<file path="config.mk">
export PLATFORM = sky130hd
export DESIGN_NAME = alarm_arming_controller
export DESIGN_NICKNAME = d
export VERILOG_FILES = /design/src/aac_pkg.sv /design/src/aac_csr.sv /design/src/alarm_arming_controller.sv
export SDC_FILE = /design/constraint.sdc
export NUM_CORES = 1
export LEC_CHECK = 0
export BUFFER_PORTS_ARGS = -buffer_cell sky130_fd_sc_hd__buf_2
export CAP_MARGIN = 5
export CORE_ASPECT_RATIO = 0.8
export CORE_MARGIN = 4
export CORE_UTILIZATION = 35
export DETAILED_ROUTE_END_ITERATION = 8
export SLEW_MARGIN = 0
export SYNTH_ARGS = -nofsm -noshare
export SYNTH_HDL_FRONTEND = slang
export SYNTH_HIERARCHICAL = 1
export SYNTH_SLANG_ARGS = --single-unit
export TNS_END_PERCENT = 30
</file>
<file path="constraint.sdc">
create_clock -name clock -period 5.5 [get_ports clock]
set_input_delay 0.55 -clock clock [delete_from_list [all_inputs] [get_ports clock]]
set_output_delay 0.55 -clock clock [all_outputs]
set_load 0.02 [all_outputs]
</file>
<file path="src/aac_pkg.sv">
// Package for the alarm arming controller: modes, LED codes, register map, reset values.
`default_nettype none
package aac_pkg;

   typedef enum logic [1:0] {
      MODE_DISARMED  = 2'd0,
      MODE_COUNTDOWN = 2'd1,
      MODE_ARMED     = 2'd2,
      MODE_INTRUDER  = 2'd3
   } mode_type;

   localparam int DELAY_W = 7;
   localparam int CSR_ADDR_W = 3;
   localparam int CSR_DATA_W = 32;
   localparam int REQ_DATA_W = 8;
   localparam int RSP_DATA_W = 16;

   // Register indexes, selected by paddr[2]
   localparam logic REG_MIN_DELAY = 1'b0;
   localparam logic REG_MAX_DELAY = 1'b1;

   localparam logic [DELAY_W-1:0] MIN_DELAY_RST = 7'd7;
   localparam logic [DELAY_W-1:0] MAX_DELAY_RST = 7'd99;

   // LED one-hot codes: bit 0 green, bit 1 yellow, bit 2 red
   localparam logic [2:0] LED_OFF    = 3'b000;
   localparam logic [2:0] LED_GREEN  = 3'b001;
   localparam logic [2:0] LED_YELLOW = 3'b010;
   localparam logic [2:0] LED_RED    = 3'b100;

   localparam logic [DELAY_W-1:0] GREEN_FLOOR  = 7'd8;
   localparam logic [DELAY_W-1:0] YELLOW_FLOOR = 7'd5;

   typedef struct packed {
      logic [DELAY_W-1:0] min_delay;
      logic [DELAY_W-1:0] max_delay;
   } cfg_type;

   function automatic logic [2:0] leds_for(input logic [DELAY_W-1:0] shown);
      logic [2:0] led;
      if (shown >= GREEN_FLOOR) begin
         led = LED_GREEN;
      end else if (shown >= YELLOW_FLOOR) begin
         led = LED_YELLOW;
      end else begin
         led = LED_RED;
      end
      return led;
   endfunction

endpackage
`default_nettype wire

</file>
<file path="src/aac_csr.sv">
// Configuration register block: delay limits behind an APB-style port.
`default_nettype none
module aac_csr (
   input  wire logic                           clock,
   input  wire logic                           reset,
   input  wire logic                           csr_psel,
   input  wire logic                           csr_penable,
   input  wire logic                           csr_pwrite,
   input  wire logic [aac_pkg::CSR_ADDR_W-1:0] csr_paddr,
   input  wire logic [aac_pkg::CSR_DATA_W-1:0] csr_pwdata,
   output logic      [aac_pkg::CSR_DATA_W-1:0] csr_prdata,
   output logic                                csr_pready,
   output aac_pkg::cfg_type                    cfg
);
   import aac_pkg::*;

   logic [DELAY_W-1:0] min_delay_ff;
   logic [DELAY_W-1:0] max_delay_ff;
   logic               wr_en;
   logic               reg_sel;

   assign csr_pready = 1'b1;
   assign reg_sel    = csr_paddr[2];
   assign wr_en      = csr_psel & csr_penable & csr_pwrite & csr_pready;

   always_ff @(posedge clock) begin
      if (reset) begin
         min_delay_ff <= MIN_DELAY_RST;
         max_delay_ff <= MAX_DELAY_RST;
      end else if (wr_en) begin
         if (reg_sel == REG_MIN_DELAY) begin
            min_delay_ff <= csr_pwdata[DELAY_W-1:0];
         end else begin
            max_delay_ff <= csr_pwdata[DELAY_W-1:0];
         end
      end
   end

   always_comb begin
      csr_prdata = '0;
      if (reg_sel == REG_MIN_DELAY) begin
         csr_prdata[DELAY_W-1:0] = min_delay_ff;
      end else begin
         csr_prdata[DELAY_W-1:0] = max_delay_ff;
      end
   end

   assign cfg.min_delay = min_delay_ff;
   assign cfg.max_delay = max_delay_ff;

endmodule
`default_nettype wire

</file>
<file path="src/alarm_arming_controller.sv">
// Alarm arming controller top level: poll stream in, status stream out.
//
// Each beat on the req_ channel is one poll of the arm switch, the one-second
// tick, an encoder step and a beam-break event. Each poll yields exactly one
// status beat on the rsp_ channel: mode, shown count, LED states, laser
// enable and alarm.
// The status of an accepted poll is registered and is valid in the cycle
// after it is accepted. Throughput: one poll per cycle while the receiver
// takes each status beat; the mode update is a single pass of logic from the
// accepted beat and the state registers into the state and the status register.
// When the receiver stalls, the status register holds its beat and req_tready
// stays high only if that beat is taken in the same cycle.
// Reset (synchronous, active high) clears the status valid flag, puts the mode
// to disarmed with delay setting 7, clears all latched events and LEDs, and
// reloads the delay limits to 7 and 99. The csr_ port sets the limits
// (min at byte 0, max at byte 4); writes do not re-clamp the current setting.
`default_nettype none
module alarm_arming_controller (
   input  wire logic                           clock,
   input  wire logic                           reset,
   // tdata: [0] arm_switch, [1] second_tick, [2] encoder_event,
   //        [3] encoder_down, [4] beam_break, [7:5] zero
   input  wire logic [aac_pkg::REQ_DATA_W-1:0] req_tdata,
   input  wire logic                           req_tvalid,
   output logic                                req_tready,
   // tdata: [1:0] mode_now, [8:2] display_count, [9] green_on, [10] yellow_on,
   //        [11] red_on, [12] laser_on, [13] alarm_on, [15:14] zero
   output logic      [aac_pkg::RSP_DATA_W-1:0] rsp_tdata,
   output logic                                rsp_tvalid,
   input  wire logic                           rsp_tready,
   input  wire logic                           csr_psel,
   input  wire logic                           csr_penable,
   input  wire logic                           csr_pwrite,
   input  wire logic [aac_pkg::CSR_ADDR_W-1:0] csr_paddr,
   input  wire logic [aac_pkg::CSR_DATA_W-1:0] csr_pwdata,
   output logic      [aac_pkg::CSR_DATA_W-1:0] csr_prdata,
   output logic                                csr_pready
);
   import aac_pkg::*;

   cfg_type cfg;

   aac_csr u_csr (
      .clock       (clock),
      .reset       (reset),
      .csr_psel    (csr_psel),
      .csr_penable (csr_penable),
      .csr_pwrite  (csr_pwrite),
      .csr_paddr   (csr_paddr),
      .csr_pwdata  (csr_pwdata),
      .csr_prdata  (csr_prdata),
      .csr_pready  (csr_pready),
      .cfg         (cfg)
   );

   mode_type           mode_ff, mode_in, mode_eff;
   logic [DELAY_W-1:0] delay_ff, delay_in;
   logic [DELAY_W-1:0] remaining_ff, remaining_in;
   logic               from_armed_ff, from_armed_in;
   logic               beam_latched_ff, beam_latched_in;
   logic               step_pending_ff, step_pending_in;
   logic               step_down_ff, step_down_in;
   logic [2:0]         led_ff, led_in;
   logic [RSP_DATA_W-1:0] rsp_tdata_ff, rsp_tdata_in;
   logic               rsp_tvalid_ff;

   logic               arm, tick, enc, down, beam, accept;
   logic signed [8:0]  stepped;
   logic [DELAY_W-1:0] shown;

   assign arm  = req_tdata[0];
   assign tick = req_tdata[1];
   assign enc  = req_tdata[2];
   assign down = req_tdata[3];
   assign beam = req_tdata[4];

   // Take a new poll whenever the status slot is empty or drains this cycle
   assign req_tready = ~rsp_tvalid_ff | rsp_tready;
   assign accept     = req_tvalid & req_tready;

   always_comb begin
      step_pending_in = step_pending_ff | enc;
      step_down_in    = enc ? down : step_down_ff;
      beam_latched_in = beam_latched_ff | beam;
      from_armed_in   = from_armed_ff;
      led_in          = led_ff;
      delay_in        = delay_ff;
      remaining_in    = remaining_ff;
      mode_eff        = arm ? mode_ff : MODE_DISARMED;
      mode_in         = mode_eff;

      // Step by one, clamp to max first, then raise to min
      stepped = signed'({2'b00, delay_ff}) + (step_down_in ? 9'sh1FF : 9'sh001);
      if (stepped > signed'({2'b00, cfg.max_delay})) begin
         stepped = signed'({2'b00, cfg.max_delay});
      end
      if (stepped < signed'({2'b00, cfg.min_delay})) begin
         stepped = signed'({2'b00, cfg.min_delay});
      end

      case (mode_eff)
         MODE_DISARMED: begin
            beam_latched_in = 1'b0;
            from_armed_in   = 1'b0;
            led_in          = LED_OFF;
            if (arm) begin
               mode_in      = MODE_COUNTDOWN;
               remaining_in = delay_ff;
            end else if (step_pending_in) begin
               delay_in        = stepped[DELAY_W-1:0];
               step_pending_in = 1'b0;
            end
         end
         MODE_COUNTDOWN: begin
            if (tick) begin
               led_in = leds_for(remaining_ff);
               if (remaining_ff == '0) begin
                  mode_in = from_armed_ff ? MODE_INTRUDER : MODE_ARMED;
               end else begin
                  remaining_in = remaining_ff - 7'd1;
               end
            end
         end
         MODE_ARMED: begin
            from_armed_in = 1'b1;
            led_in        = LED_OFF;
            if (beam_latched_in) begin
               mode_in      = MODE_COUNTDOWN;
               remaining_in = delay_ff;
            end
         end
         default: begin
            // intruder holds until the switch goes low
         end
      endcase

      shown        = (mode_in == MODE_COUNTDOWN) ? remaining_in : delay_in;
      rsp_tdata_in = {2'b00,
                      mode_in == MODE_INTRUDER,
                      mode_in == MODE_ARMED,
                      led_in[2], led_in[1], led_in[0],
                      shown,
                      mode_in};
   end

   always_ff @(posedge clock) begin
      if (reset) begin
         mode_ff         <= MODE_DISARMED;
         delay_ff        <= MIN_DELAY_RST;
         remaining_ff    <= '0;
         from_armed_ff   <= 1'b0;
         beam_latched_ff <= 1'b0;
         step_pending_ff <= 1'b0;
         step_down_ff    <= 1'b0;
         led_ff          <= LED_OFF;
         rsp_tvalid_ff   <= 1'b0;
      end else begin
         if (accept) begin
            mode_ff         <= mode_in;
            delay_ff        <= delay_in;
            remaining_ff    <= remaining_in;
            from_armed_ff   <= from_armed_in;
            beam_latched_ff <= beam_latched_in;
            step_pending_ff <= step_pending_in;
            step_down_ff    <= step_down_in;
            led_ff          <= led_in;
            rsp_tvalid_ff   <= 1'b1;
         end else if (rsp_tready) begin
            rsp_tvalid_ff   <= 1'b0;
         end
      end
   end

   always_ff @(posedge clock) begin
      if (accept) begin
         rsp_tdata_ff <= rsp_tdata_in;
      end
   end

   assign rsp_tdata  = rsp_tdata_ff;
   assign rsp_tvalid = rsp_tvalid_ff;

   // Never overwrite a status beat the receiver has not taken
   a_no_overrun: assert property (@(posedge clock) disable iff (reset)
      (rsp_tvalid_ff && !rsp_tready) |-> !accept)
      else $error("poll accepted while status beat stalled");

   // Intruder stays latched while the switch is held on
   a_intruder_sticky: assert property (@(posedge clock) disable iff (reset)
      (accept && mode_ff == MODE_INTRUDER && arm) |=> mode_ff == MODE_INTRUDER)
      else $error("intruder left with switch on");

   // A poll with the switch off always reports disarmed
   a_switch_off: assert property (@(posedge clock) disable iff (reset)
      (accept && !arm) |=> (mode_ff == MODE_DISARMED && rsp_tdata_ff[1:0] == MODE_DISARMED))
      else $error("switch off did not disarm");

endmodule
`default_nettype wire
</file>
==> metrics.md, run 1 <==
| Metric | Value |
|---|---|
| Status | finished clean |
| Post-synth EDFFs | 14 |
| Net Switching | 0.4410 mW |
| Synth area leaders | dfxtp_1 20%, edfxtp_1 11%, ha_1 7.3% |
| Synth-to-layout area growth | 17.35% |
| Top cell type's share of synthesized area | 20.25% |
| Fin Hold WS | 455.4 ps |
| Ys flop type | dfxtp_1 |
| Max Cap Viol | 0 |
| Final WL | 9414 um |
| Pre-CTS WS | -194.8 ps |
| WL/cell | 14.76 um |
| WP data required | 5590 ps |
| Routed via count | 3311 |
| Io pins | 101 |
| Final WS setup | 257.4 ps |
| All-Layer GR Usage | 15.02% |
| Max Root-Sink Buffers | 2 |
| Clock sink total | 52 |
| Reg power frac | 34.9% |
| Ys async rst share | 0% |
| DIE AREA | 12470 um2 |
| CTS Buf Count | 5 |
| Skew-Pair Late Insertion Delay | 290 ps |
| Port-buffer cells | 42 |
| CTS hold repair buffers | 0 |
| Most common cell after layout, fill and taps aside | nor2_1 |
| ANT cells | 0 |
| Dpl cells | 628 |
| Cell Rows | 33 |
| Most frequent cells in the layout | 44 x nor2_1, 42 x buf_2, 38 x dfxtp_1 |
| CP top delay family | compound AO/OA/AOI/OAI gates |
| CP max FO | 6 |
| Initial antenna violation count | 0 |
| CTS tree | yes |
| Overflow after GRT | 0 |
| Syn avg cell area | 8.677 um2 |
| VDD IR max | 0.2127 mV |
| Hold Crit Class | flop to flop |
| Final cell count without fillers | 638 |
| Vias/cell | 5.190 |
| Crit path kind | input port to flop |
| Worst setup SP type | input port |
| Die height | 100.7 um |
| Clock slew at reported path FFs | 70 ps |
| Cell taking the most area after synthesis | dfxtp_1 |
| Largest net degree at the start of global routing | 49 |
| Final Hold Violating Endpoints | 0 |
| Final Cycle Share | 95.32% |
| Fin. max-slew vios | 0 |
| Yosys cell types | 66 |
| Ys Warns | 6 |
| Gate Count Post-Synth | 433 |
| Sw Ratio | 35.31% |
| CTS root buf | clkbuf_16 |
| Cell Area, Synth | 3757 um2 |
| Antenna viol nets, final | 0 |
| Min Tclk post-route | 5243 ps |
| Crit path largest cell delay | 370 ps |
| Slowest cell on crit path | mux2_2 |
| Sequential share of the synthesized area | 31.44% |
| DP Wirelength | 7225 um |
| Total Power | 1.249 mW |
| Crit path DAT | 5330 ps |
| Comb pwr share | 39.2% |
| Highest clock rate | 190.7 MHz |
| Clk pwr share | 26.0% |
| CP bufs+invs | 6 |
| Core Region | 10360 um2 |
| Vias in the first global route | 2939 |
| DRT Pass-1 Iters | 4 |
| Slew margin rel. | 42.11% |
| Layout cells sized above 1 | 24.70% |
| Number of synthesized register bits | 52 |
| First-pass GRT wire length | 15040 um |
| Die width | 123.8 um |
| Nets | 570 |
| Total negative slack | 0 ps |
| H-tree depth | 2 |
| Pint | 0.8081 mW |
| Worst-Margin Slew | 868.4 ps |
| First DRT Iteration DRCs | 205 |
| Final setup fails | 0 |
| Starting Density | 36.25% |
| Post-route DRC | 0 |
| PwrDens | 283.3 nW/um2 |
| Leakage | 1.842 nW |
| Final Skew | 4.494 ps |
| Critical Path Sink Type | flop |
| Global placer's final weighted congestion | 0.8885 |
power by group through the flow:
stage | clock network (mW) | logic [mW] | registers, mW
final | 0.324 | 0.489 | 0.436
after CTS | 0.333 | 0.454 | 0.435
after floorplan | 0 | 0.297 | 0.452
after detailed placement | 0 | 0.450 | 0.444
after global placement | 0 | 0.445 | 0.444
after global routing | 0.349 | 0.535 | 0.438
per-stage QoR:
step                      area, um2  utilization, %
after global placement         4190           40.43
after CTS                      4343           41.91
after floorplan                3852               -
final                          4409           42.55
after detailed placement       4190           40.43
after global routing           4409           42.55
final timing paths:
path / startpoint / end / slack, ps / depth (start not counted)
hold / removal: led_ff[1]$_SDFFE_PP0P_ / led_ff[1]$_SDFFE_PP0P_ / 460 / 2
setup reg to reg: step_down_ff$_SDFFE_PP0P_ / rsp_tdata[8]$_DFFE_PP_ / 350 / 24
setup / recovery: req_tdata[2] / rsp_tdata[8]$_DFFE_PP_ / 260 / 25
hold reg to reg: led_ff[1]$_SDFFE_PP0P_ / led_ff[1]$_SDFFE_PP0P_ / 460 / 2
worst register-to-register path, stage by stage, from the launching register on:
cell       delay, ps
dfxtp_1          320
mux2i_2          200
inv_2             90
buf_4            170
ha_1             290
a211o_1          330
a21oi_2          160
xnor2_1          190
ha_1             300
nand3_1           90
o22a_1           130
o21ai_0          140
a211oi_4         280
buf_4            160
buf_4            150
mux2_2           370
ha_1             190
a21o_1           150
a21oi_1          150
nor2b_1          100
a2111oi_4        280
or2_4            230
buf_12           110
nand2_4           70
o211ai_1         280
cell type report:
| type | count | area [um2] |
|---|---|---|
| inverters | 24 | 90.09 |
| clock buffers | 5 | 125.1 |
| repair buffers | 77 | 485.5 |
| well taps | 140 | 175.2 |
| clock inverters | 3 | 27.53 |
| multi-input cells | 337 | 2325 |
| fillers | 1030 | 5954 |
| flip-flops and latches | 52 | 1181 |
sequential cells by signal, indices dropped and copies added (netlist names):
signal / flops
beam_latched_ff: 1
delay_ff: 7
from_armed_ff: 1
led_ff: 3
mode_ff: 2
remaining_ff: 7
rsp_tdata: 14
rsp_tvalid: 1
step_down_ff: 1
step_pending_ff: 1
u_csr/max_delay_ff: 7
u_csr/min_delay_ff: 7
synthesized netlist by cell type, drive strengths merged (2+ instances only):
library cell / instances
nor2: 45
dfxtp: 38
buf: 32
a21oi: 31
nand2: 28
inv: 23
ha: 22
nor3: 20
mux2i: 18
nand2b: 16
edfxtp: 14
mux2: 14
o21ai: 14
clkbuf: 13
a211oi: 12
nand3: 11
o211ai: 11
o31ai: 9
a21o: 5
a22oi: 5
xnor2: 5
a2111oi: 3
a221oi: 3
conb: 3
nor2b: 3
o21a: 3
nand4: 2
nand4b: 2
o211a: 2
o311ai: 2
or2: 2
or4: 2
repair_timing:
item | 4_1_cts | 5_1_grt
setup buffers | 0 | 2
gates resized for setup | 0 | 14
endpoints found under the hold margin | 0 | 0
endpoints found under the setup margin | 0 | 14
cell families (layout without fill, tap and decap cells):
family,Yosys count,after routing,synth area share [%]
other,3,28,0.2997
multiplexers,32,32,9.191
buffers and inverters,69,109,10.59
adder cells (fa/ha/maj),23,23,7.859
flip-flops,52,52,31.44
XOR/XNOR,6,6,1.399
AND/OR/NAND/NOR,137,137,17.95
AO/OA/AOI/OAI,111,111,21.28
routing by layer:
layer  global-route usage, %  vias up  share of wire [%]
li1                        -     1642                  -
met1                   22.57     1561                 49
met3                   1.796        6                6.4
met4                   3.404        0               0.83
met5                       0        -                  0
met2                   22.89      102                 44
Note: power is estimated with default switching activity, not from simulation.
==> run 2, diff against run 1 <==
--- a/config.mk
+++ b/config.mk
@@ -11,6 +11,7 @@
 export CORE_MARGIN = 4
 export CORE_UTILIZATION = 35
 export DETAILED_ROUTE_END_ITERATION = 8
+export RECOVER_POWER = 50
 export SLEW_MARGIN = 0
 export SYNTH_ARGS = -nofsm -noshare
 export SYNTH_HDL_FRONTEND = slang
==> run 2 against run 1 <==
Against the previous run: the run now ends with max-capacitance violations, max-slew violations left; fmax is 0.20% higher; clock skew hardly changed; register-to-register slack hardly changed; wire length hardly changed; cell count stayed put; final area is 0.57% lower; flip-flop and latch count stayed put; via count is 0.24% lower; die area stayed put; critical path depth stayed put.
==> metrics.md, run 2 (synthesis results as in run 1) <==
| Metric | Value |
|---|---|
| Post-route DRC | 0 (unchanged) |
| Max FFs per register | 14 (unchanged) |
| First DRT Iteration DRCs | 222 (+8.3%) |
| Routed via count | 3303 (-0.24%) |
| Vias/cell | 5.177 (-0.24%) |
| CTS Buf Count | 5 (unchanged) |
| Synth-to-layout area growth | 16.68% |
| All-Layer GR Usage | 15.02% (unchanged) |
| Most common cell after layout, fill and taps aside | nor2_1 |
| Final setup fails | 0 (unchanged) |
| Vias in the first global route | 2939 (unchanged) |
| Antenna viol nets, final | 0 (unchanged) |
| Max Root-Sink Buffers | 2 (unchanged) |
| Final instance area | 4384 um2 (-0.57%) |
| H-tree depth | 2 (unchanged) |
| Cell Rows | 33 (unchanged) |
| Hold Crit Class | flop to flop |
| Die width | 123.8 um (unchanged) |
| CTS tree | yes |
| DP Wirelength | 7225 um (unchanged) |
| ANT cells | 0 (unchanged) |
| DP Area | 4190 um2 (unchanged) |
| Total negative slack | 0 ps (unchanged) |
| Pre-CTS WS | -194.8 ps (unchanged) |
| WP data required | 5590 ps (about the same) |
| Nets | 570 (unchanged) |
| Crit path kind | input port to flop |
| Utilization after layout | 42.30% (-0.24 points) |
| Die height | 100.7 um (unchanged) |
| Max Cap Viol | 2 (+2) |
| CTS root buf | clkbuf_16 |
| Multi-input logic area | 2325 um2 (unchanged) |
| Highest clock rate | 191.1 MHz (+0.20%) |
| Comb pwr share | 39.0% (-0.2 points) |
| FF/Latch Area | 1181 um2 (unchanged) |
| PwrDens | 284.2 nW/um2 (+0.31%) |
| Final Skew | 4.524 ps (+0.02950 ps) |
| Crit path DAT | 5320 ps (about the same) |
| Global placer's final weighted congestion | 0.8885 (unchanged) |
| Fin. max-slew vios | 87 (+87) |
| CP max FO | 6 (unchanged) |
| Final Cycle Share | 95.13% (-0.19 points) |
| Core Region | 10360 um2 (unchanged) |
| Io pins | 101 (unchanged) |
| Final WL | 9407 um (about the same) |
| Starting Density | 36.25% (unchanged) |
| Overflow after GRT | 0 (unchanged) |
| Worst setup SP type | input port |
| Port-buffer cells | 42 (unchanged) |
| DIE AREA | 12470 um2 (unchanged) |
| Dpl cells | 628 (unchanged) |
| Final cell count without fillers | 638 (unchanged) |
| Leakage | 1.788 nW (-2.9%) |
| Critical Path Sink Type | flop |
| Final WS setup | 267.7 ps (+10.23 ps) |
| Min Tclk post-route | 5232 ps (-10.23 ps) |
| Worst-Margin Slew | 2035 ps (+1166 ps) |
| Reg power frac | 35.0% (about the same) |
| First-pass GRT wire length | 15040 um (unchanged) |
| Pint | 0.8056 mW (-0.31%) |
| Skew-Pair Late Insertion Delay | 290 ps (about the same) |
| Final Hold Violating Endpoints | 0 (unchanged) |
| Clk pwr share | 26.0% (about the same) |
| WL/cell | 14.74 um (about the same) |
| Slew margin rel. | -35.64% (-78 points) |
| Total Power | 1.246 mW (-0.26%) |
| Layout cells sized above 1 | 21.08% (-3.6 points) |
| Net Switching | 0.4403 mW (-0.17%) |
| CTS hold repair buffers | 0 (unchanged) |
| Clock sink total | 52 (unchanged) |
| FILL cells | 1038 (+0.78%) |
| Largest net degree at the start of global routing | 49 (unchanged) |
| Failing checks | max-capacitance violations, max-slew violations |
| Fin Hold WS | 456.8 ps (+1.358 ps) |
| Status | finished, violations left |
| Initial antenna violation count | 0 (unchanged) |
| Most frequent cells in the layout | 44 x nor2_1, 38 x dfxtp_1, 33 x buf_4 |
| DRT Pass-1 Iters | 4 (unchanged) |
| Sw Ratio | 35.34% (about the same) |
| VDD IR max | 0.2129 mV (about the same) |
| Clock slew at reported path FFs | 70 ps (about the same) |
[run 2: cell types whose count changed in the layout (fill, tap and decap cells not counted), sizes merged]
cell,before,now
buf,77,59
clkbuf,5,23
[run 2: worst max-delay path, stage by stage]
cell and delay, ps:
buf_2 100, mux2i_2 250, inv_2 90, buf_4 170, ha_1 280, a211o_1 330
a21oi_2 160, xnor2_1 190, ha_1 300, nand3_1 100, o22a_1 120, o21ai_0 140
a211oi_4 280, buf_4 160, buf_4 150, mux2_2 380, ha_1 190, a21o_1 150
a21oi_1 150, nor2b_1 100, a2111oi_4 280, or2_4 230, buf_12 110, nand2_4 70
o211ai_1 280
[run 2: metal layers]
metal	vias up	share of wire (%)	global-route usage, %
met5	-	0	0
met4	0	0.75	3.404
met3	6	6.5	1.796
met2	94	44	22.89
met1	1562	49	22.57
li1	1641	-	-
[run 2: power by group through the flow]
stage               Combinational [mW]  Clock [mW]  Sequential (mW)
floorplan                        0.297           0            0.452
finish                           0.486       0.323            0.436
global route                     0.532       0.349            0.439
CTS                              0.454       0.333            0.435
global placement                 0.445           0            0.444
detailed placement               0.450           0            0.444
[run 2: area by class of cell]
class | instances | area share [%]
well taps | 140 | 3.995
multi-input cells | 337 | 53.03
flip-flops and latches | 52 | 26.94
repair buffers | 77 | 10.50
clock inverters | 3 | 0.6279
clock buffers | 5 | 2.854
inverters | 24 | 2.055
[run 2: path summary, 6_finish.rpt]
check,slack (ps),depth (start not counted),endpoint,startpoint
worst max-delay path,270,25,rsp_tdata[8]$_DFFE_PP_,req_tdata[2]
worst min-delay path,460,2,led_ff[1]$_SDFFE_PP0P_,led_ff[1]$_SDFFE_PP0P_
worst max register to register,360,24,rsp_tdata[8]$_DFFE_PP_,step_down_ff$_SDFFE_PP0P_
worst min register to register,460,2,led_ff[1]$_SDFFE_PP0P_,led_ff[1]$_SDFFE_PP0P_
[run 2: timing repair]
| item | 4_1_cts | 5_1_grt |
|---|---|---|
| resized for setup | 0 | 14 |
| buffers inserted | 0 | 2 |
| endpoints found under the setup margin | 0 | 14 |
